<file path="src/sv/crf_pkg.sv">
// Types and constants shared by the MOVEC control register file.
// Used by crf_regs and control_register_file_movec_unit; no dependencies.
package crf_pkg;

  localparam int unsigned DataW = 32;
  localparam int unsigned CodeW = 12;
  localparam int unsigned RootW = 23;
  localparam int unsigned RootShift = 9;
  localparam int unsigned TtCount = 4;

  // Control register codes
  localparam logic [CodeW-1:0] CODE_SFC   = 12'h000;
  localparam logic [CodeW-1:0] CODE_DFC   = 12'h001;
  localparam logic [CodeW-1:0] CODE_CACR  = 12'h002;
  localparam logic [CodeW-1:0] CODE_TC    = 12'h003;
  localparam logic [CodeW-1:0] CODE_ITT0  = 12'h004;
  localparam logic [CodeW-1:0] CODE_ITT1  = 12'h005;
  localparam logic [CodeW-1:0] CODE_DTT0  = 12'h006;
  localparam logic [CodeW-1:0] CODE_DTT1  = 12'h007;
  localparam logic [CodeW-1:0] CODE_USP   = 12'h800;
  localparam logic [CodeW-1:0] CODE_VBR   = 12'h801;
  localparam logic [CodeW-1:0] CODE_MSP   = 12'h803;
  localparam logic [CodeW-1:0] CODE_ISP   = 12'h804;
  localparam logic [CodeW-1:0] CODE_MMUSR = 12'h805;
  localparam logic [CodeW-1:0] CODE_URP   = 12'h806;
  localparam logic [CodeW-1:0] CODE_SRP   = 12'h807;

  localparam logic MODE_READ  = 1'b0;
  localparam logic MODE_WRITE = 1'b1;

  typedef enum logic [1:0] {
    STATUS_DONE    = 2'd0,
    STATUS_PRIV    = 2'd1,
    STATUS_ILLEGAL = 2'd2
  } status_t;

  typedef struct packed {
    logic             mode;
    logic [CodeW-1:0] ctrl_code;
    logic [DataW-1:0] write_value;
    logic             supervisor;
    logic             master;
    logic [DataW-1:0] current_a7;
  } in_t;

  typedef struct packed {
    status_t          status;
    logic [DataW-1:0] read_value;
    logic             a7_write;
    logic [DataW-1:0] new_a7;
    logic             flush_translation;
  } out_t;

endpackage

</file>
<file path="src/sv/control_register_file_movec_unit.sv">
// MOVEC control register file: one access per beat.
// Each access passes through an input register and a result register on its way to the result beat.
// Throughput: one access per cycle while the result side keeps taking beats;
// the access decode and register update sit in the logic between the two registers.
// Reset (rst, synchronous): all control registers clear to zero, both stages empty.
// Depends on crf_pkg and crf_regs.
module control_register_file_movec_unit (
  input  logic          clk,
  input  logic          rst,
  input  logic          in_valid,
  output logic          in_ready,
  input  crf_pkg::in_t  in_data,
  output logic          out_valid,
  input  logic          out_ready,
  output crf_pkg::out_t out_data
);
  import crf_pkg::*;

  logic  stage_valid;
  in_t   stage_item;
  logic  advance;
  out_t  result;

  // Move the staged access into the result register when that slot frees up
  assign advance  = stage_valid & (~out_valid | out_ready);
  assign in_ready = ~stage_valid | advance;

  crf_regs u_regs (
    .clk    (clk),
    .rst    (rst),
    .commit (advance),
    .item   (stage_item),
    .result (result)
  );

  always_ff @(posedge clk) begin
    if (rst) begin
      stage_valid <= 1'b0;
    end else if (in_ready) begin
      stage_valid <= in_valid;
    end
  end

  always_ff @(posedge clk) begin
    if (in_valid && in_ready) begin
      stage_item <= in_data;
    end
  end

  always_ff @(posedge clk) begin
    if (rst) begin
      out_valid <= 1'b0;
    end else if (advance) begin
      out_valid <= 1'b1;
    end else if (out_ready) begin
      out_valid <= 1'b0;
    end
  end

  always_ff @(posedge clk) begin
    if (advance) begin
      out_data <= result;
    end
  end

endmodule

</file>
<file path="src/sv/crf_regs.sv">
// Control register storage with access decode, write masking and A7 aliasing.
// Depends on crf_pkg.
module crf_regs (
  input  logic          clk,
  input  logic          rst,
  input  logic          commit,
  input  crf_pkg::in_t  item,
  output crf_pkg::out_t result
);
  import crf_pkg::*;

  logic [2:0]       source_fc, source_fc_next;
  logic [2:0]       dest_fc, dest_fc_next;
  logic [1:0]       cache_control, cache_control_next;
  logic [1:0]       translation_control, translation_control_next;
  logic [DataW-1:0] transparent_windows [TtCount];
  logic [DataW-1:0] transparent_windows_next [TtCount];
  logic [DataW-1:0] user_sp, user_sp_next;
  logic [DataW-1:0] vector_base, vector_base_next;
  logic [DataW-1:0] master_sp, master_sp_next;
  logic [DataW-1:0] interrupt_sp, interrupt_sp_next;
  logic [DataW-1:0] mmu_status, mmu_status_next;
  logic [RootW-1:0] user_root, user_root_next;
  logic [RootW-1:0] supervisor_root, supervisor_root_next;

  logic             wr;
  logic             msp_live;
  logic             isp_live;
  logic [1:0]       tt_sel;
  logic [DataW-1:0] v;

  assign wr       = (item.mode == MODE_WRITE);
  assign msp_live = item.supervisor & item.master;
  assign isp_live = item.supervisor & ~item.master;
  assign tt_sel   = item.ctrl_code[1:0];
  assign v        = item.write_value;

  always_comb begin
    source_fc_next           = source_fc;
    dest_fc_next             = dest_fc;
    cache_control_next       = cache_control;
    translation_control_next = translation_control;
    transparent_windows_next = transparent_windows;
    user_sp_next             = user_sp;
    vector_base_next         = vector_base;
    master_sp_next           = master_sp;
    interrupt_sp_next        = interrupt_sp;
    mmu_status_next          = mmu_status;
    user_root_next           = user_root;
    supervisor_root_next     = supervisor_root;

    result                   = '0;
    result.status            = STATUS_DONE;

    if (!item.supervisor) begin
      result.status = STATUS_PRIV;
    end else begin
      unique case (item.ctrl_code)
        CODE_SFC: begin
          if (wr) source_fc_next = v[2:0];
          else    result.read_value = {{(DataW-3){1'b0}}, source_fc};
        end
        CODE_DFC: begin
          if (wr) dest_fc_next = v[2:0];
          else    result.read_value = {{(DataW-3){1'b0}}, dest_fc};
        end
        CODE_CACR: begin
          // Only the data and instruction cache enables are kept
          if (wr) begin
            cache_control_next = {v[31], v[15]};
          end else begin
            result.read_value     = '0;
            result.read_value[31] = cache_control[1];
            result.read_value[15] = cache_control[0];
          end
        end
        CODE_TC: begin
          if (wr) begin
            translation_control_next = v[15:14];
            result.flush_translation = 1'b1;
          end else begin
            result.read_value        = '0;
            result.read_value[15:14] = translation_control;
          end
        end
        CODE_ITT0, CODE_ITT1, CODE_DTT0, CODE_DTT1: begin
          if (wr) transparent_windows_next[tt_sel] = v;
          else    result.read_value = transparent_windows[tt_sel];
        end
        CODE_USP: begin
          if (wr) user_sp_next = v;
          else    result.read_value = user_sp;
        end
        CODE_VBR: begin
          if (wr) vector_base_next = v;
          else    result.read_value = vector_base;
        end
        CODE_MSP: begin
          // Active stack pointer lives in A7
          if (wr) begin
            if (msp_live) begin
              result.a7_write = 1'b1;
              result.new_a7   = v;
            end else begin
              master_sp_next = v;
            end
          end else begin
            result.read_value = msp_live ? item.current_a7 : master_sp;
          end
        end
        CODE_ISP: begin
          if (wr) begin
            if (isp_live) begin
              result.a7_write = 1'b1;
              result.new_a7   = v;
            end else begin
              interrupt_sp_next = v;
            end
          end else begin
            result.read_value = isp_live ? item.current_a7 : interrupt_sp;
          end
        end
        CODE_MMUSR: begin
          if (wr) mmu_status_next = v;
          else    result.read_value = mmu_status;
        end
        CODE_URP: begin
          if (wr) begin
            user_root_next           = v[DataW-1:RootShift];
            result.flush_translation = 1'b1;
          end else begin
            result.read_value = {user_root, {RootShift{1'b0}}};
          end
        end
        CODE_SRP: begin
          if (wr) begin
            supervisor_root_next     = v[DataW-1:RootShift];
            result.flush_translation = 1'b1;
          end else begin
            result.read_value = {supervisor_root, {RootShift{1'b0}}};
          end
        end
        default: begin
          result.status = STATUS_ILLEGAL;
        end
      endcase
    end
  end

  always_ff @(posedge clk) begin
    if (rst) begin
      source_fc           <= '0;
      dest_fc             <= '0;
      cache_control       <= '0;
      translation_control <= '0;
      for (int i = 0; i < TtCount; i++) transparent_windows[i] <= '0;
      user_sp             <= '0;
      vector_base         <= '0;
      master_sp           <= '0;
      interrupt_sp        <= '0;
      mmu_status          <= '0;
      user_root           <= '0;
      supervisor_root     <= '0;
    end else if (commit) begin
      source_fc           <= source_fc_next;
      dest_fc             <= dest_fc_next;
      cache_control       <= cache_control_next;
      translation_control <= translation_control_next;
      transparent_windows <= transparent_windows_next;
      user_sp             <= user_sp_next;
      vector_base         <= vector_base_next;
      master_sp           <= master_sp_next;
      interrupt_sp        <= interrupt_sp_next;
      mmu_status          <= mmu_status_next;
      user_root           <= user_root_next;
      supervisor_root     <= supervisor_root_next;
    end
  end

endmodule

</file>
<file path="config.mk">
export PLATFORM = sky130hd
export DESIGN_NAME = control_register_file_movec_unit
export DESIGN_NICKNAME = d
export VERILOG_FILES = /design/src/sv/crf_pkg.sv /design/src/sv/control_register_file_movec_unit.sv /design/src/sv/crf_regs.sv
export SDC_FILE = /design/constraint.sdc
export NUM_CORES = 1
export LEC_CHECK = 0
export BUFFER_PORTS_ARGS = -buffer_cell sky130_fd_sc_hd__buf_4
export CAP_MARGIN = 20
export CORE_UTILIZATION = 45
export DETAILED_ROUTE_END_ITERATION = 10
export PLACE_DENSITY_LB_ADDON = 0.25
export SLEW_MARGIN = 20
export SYNTH_ARGS = -nofsm -noshare
export SYNTH_HDL_FRONTEND = slang
export SYNTH_SLANG_ARGS = --single-unit
</file>
<file path="constraint.sdc">
create_clock -name clk -period 5.6 [get_ports clk]
set_input_delay 0.84 -clock clk [delete_from_list [all_inputs] [get_ports clk]]
set_output_delay 0.84 -clock clk [all_outputs]
set_load 0.02 [all_outputs]
</file>
==> flow_summary_export.csv <==
group,metric,value,unit
pwr,pwr-share-comb,4.3,%
pwr,seq_power_share,50.7,%
final_layout,fin_area,23800,sq um
synthesis,synthTopCellsByArea,"dfxtp_1, edfxtp_1, mux2i_1",
synthesis,ys.warnings.count,0,
place,place_area,22200,sq um
synthesis,synth_edf_count,147,
floorplanning,die-area,46700,sq um
global_route,grt_max_degree,186,
place,place_hpwl,39.4,mm
detailed_routing,vias,15900,
timing,maxClockFrequency,264,MHz
floorplanning,fp-row-count,78,
clock_network,numClockSinks,493,
setup_path,critPathKind,"reg2reg",
clock_network,hold_buffers,0,
global_route,grt_usage,27.0,%
timing,final_hold_viol_count,0,
floorplanning,coreArea,45300,sq um
setup_path,crit_arrival,4190,ps
worst_hold_path,hp-class,"in2reg",
global_route,grt_overflow,0,
final_layout,syn_to_final_growth,15.7,%
place,port-buffer-count,152,
synthesis,synth_area,20600,sq um
pwr,peakVddDrop,250,uV
synthesis,seq_area_frac_synth,55.0,%
pwr,p_sw,1.73,mW
synthesis,ys_async_sr_fraction,0,%
clock_network,cts_made_buffers,52,
synthesis,synth_ff_type,"dfxtp_1",
final_layout,finalNetCount,2208,
detailed_routing,drt_iter0_markers,1810,
floorplanning,die_x,216,um
clock_network,htreeDepth,2,
detailed_routing,firstDrtPassIters,6,
synthesis,synth.avg_cell_area,10.1,sq um
timing,worstMarginPinSlew,1180,ps
synthesis,syn_inst,2050,
timing,fin_tns_setup,0,ps
timing,finClkSkew,20.9,ps
final_layout,multiInputGateArea,8500,sq um
place,place_ws,2030,ps
clock_network,clockRootBuffer,"clkbuf_16",
timing,rsz0062_at_grt,"false",
clock_network,clockBufferDepth,3,
detailed_routing,drt-wirelength-per-cell,23.2,um
detailed_routing,routed_wl,64.1,mm
clock_network,path_clk_slew,60,ps
synthesis,yosysTopAreaCellShare,33.6,%
pwr,total_leakage_power,7.86,nW
final_layout,fill_cells,4095,
place,place_congestion,0.881,
synthesis,synth_cell_types,54,
floorplanning,io-pin-count,153,
synthesis,ys_top_cells_by_count,"nand2_1, dfxtp_1, a21oi_1",
synthesis,yosys.area.top_type,"dfxtp_1",
setup_path,start_kind,"flop",
global_route,grt_pass1_wl,95.1,mm
outcome,status,"finished clean",
pwr,p_int,5.82,mW
final_layout,drive_above_1_share,16.4,%
timing,finalSetupViolCount,0,
timing,period_needed,3780,ps
synthesis,synth_nets,2133,
synthesis,ys_seq_elements,493,
floorplanning,initial_core_util,45.5,%
clock_network,cts_resized,0,
timing,period_share,67.6,%
clock_network,tritoncts,"built",
timing,setup_slack,1820,ps
setup_path,end_kind,"flop",
timing,slew_violations,0,
pwr,pwr-share-clk,45.0,%
setup_path,crit_fanout,18,
setup_path,cp.required,6000,ps
final_layout,regArea,11300,sq um
pwr,switching_share,22.9,%
clock_network,post-cts-setup-buffers,0,
final_layout,n_antenna_cell,0,
detailed_routing,drcViolationCount,0,
synthesis,synthMostInstantiatedCell,"nand2_1",
clock_network,insertion_delay,610,ps
timing,maxSlewHeadroom,20.7,%
global_route,grt_pass1_vias,15300,
detailed_routing,vias_per_cell,5.76,
detailed_routing,ant_nets,0,
run,cap_violations,0,
pwr,power.density,316,nW/um^2
floorplanning,die_y,216,um
global_route,grt_antenna_before_repair,0,
final_layout,fin_util,52.6,%
==> path summary, 6_finish.rpt <==
path | slack (ps) | startpoint | end | depth (start not counted)
worst min-delay path | 410 | in_data[39] | stage_item[39] | 1
worst max register to register | 1820 | stage_item[77] | out_data[64] | 6
worst max-delay path | 1820 | stage_item[77] | out_data[64] | 6
worst min register to register | 450 | u_regs.user_root[5] | u_regs.user_root[5] | 2
==> layer usage <==
metal	GRT usage (%)	vias to the layer above	wire (um)
met5	0	-	0
li1	-	7262	-
met1	37.4	7735	27400
met3	5.16	165	5750
met2	40.9	783	28400
met4	12.4	0	2500
==> power by group through the flow <==
| stage | Sequential (mW) | Combinational, mW | Clock (mW) |
|---|---|---|---|
| after floorplan | 3.87 | 0.168 | 0 |
| after global placement | 3.90 | 0.320 | 0 |
| after detailed placement | 3.90 | 0.325 | 0 |
| after CTS | 3.82 | 0.326 | 3.44 |
| after global routing | 3.83 | 0.342 | 3.58 |
| final | 3.82 | 0.328 | 3.39 |
==> cells by family after synthesis <==
family	count (synthesis)	share of synthesized area, %
mux	270	15.1
compound gates	353	9.94
buf+inv	183	4.15
flops	493	55.0
simple gates	751	15.7
==> through the flow <==
stage,power (mW),instances,hold slack [ps]
after floorplan,4.04,2050,427
after global placement,4.22,2667,434
after detailed placement,4.22,2671,443
after CTS,7.59,2766,391
after global routing,7.75,2766,397
final,7.54,2766,408
==> registers in the layout, indices dropped and copies added, names as in the netlist, 2 cells and up <==
register and cells:
stage_item 79, u_regs.transparent_windows 128, u_regs.interrupt_sp 32, u_regs.source_fc 3, u_regs.mmu_status 32, u_regs.cache_control 2
u_regs.vector_base 32, u_regs.master_sp 32, u_regs.translation_control 2, u_regs.supervisor_root 23, u_regs.dest_fc 3, u_regs.user_sp 32
u_regs.user_root 23, out_data 68
==> final cells by class <==
type                    instances  share of cell area [%]
flip-flops and latches        493                    47.6
inverters                       3                  0.0472
multi-input cells            1374                    35.7
repair buffers                201                    6.54
well taps                     600                    3.15
clock buffers                  80                    6.55
clock inverters                15                   0.478
==> cells in the final DEF, fill, tap and decap left out, types with 5 or more instances in the layout <==
cell type  instances
a211oi_1           6
a21oi_1          228
a221oi_1          12
a22o_1            15
a22oi_1           11
a31oi_1           19
a32oi_1            6
and2_1            38
and3_1             8
buf_4            196
clkbuf_1          13
clkbuf_16         53
clkbuf_8          13
clkinv_2           7
dfxtp_1          346
edfxtp_1         147
mux2_2            14
mux2i_1          224
mux4_2            32
nand2_1          429
nand3_1           11
nand4_1            6
nor2_1           203
nor2b_1            5
nor3_1            10
nor3_4             8
nor4_4             5
o21ai_0           25
o22ai_1           10
o2bb2ai_1          9
==> worst max-delay path: stages (launching register included) <==
cell      delay (ps)
edfxtp_1         560
nor4b_4          870
nand4_1          750
buf_4            470
a21oi_1          420
a221oi_1         170
a21oi_1          300
No activity file was read; power rests on OpenSTA's default activity.
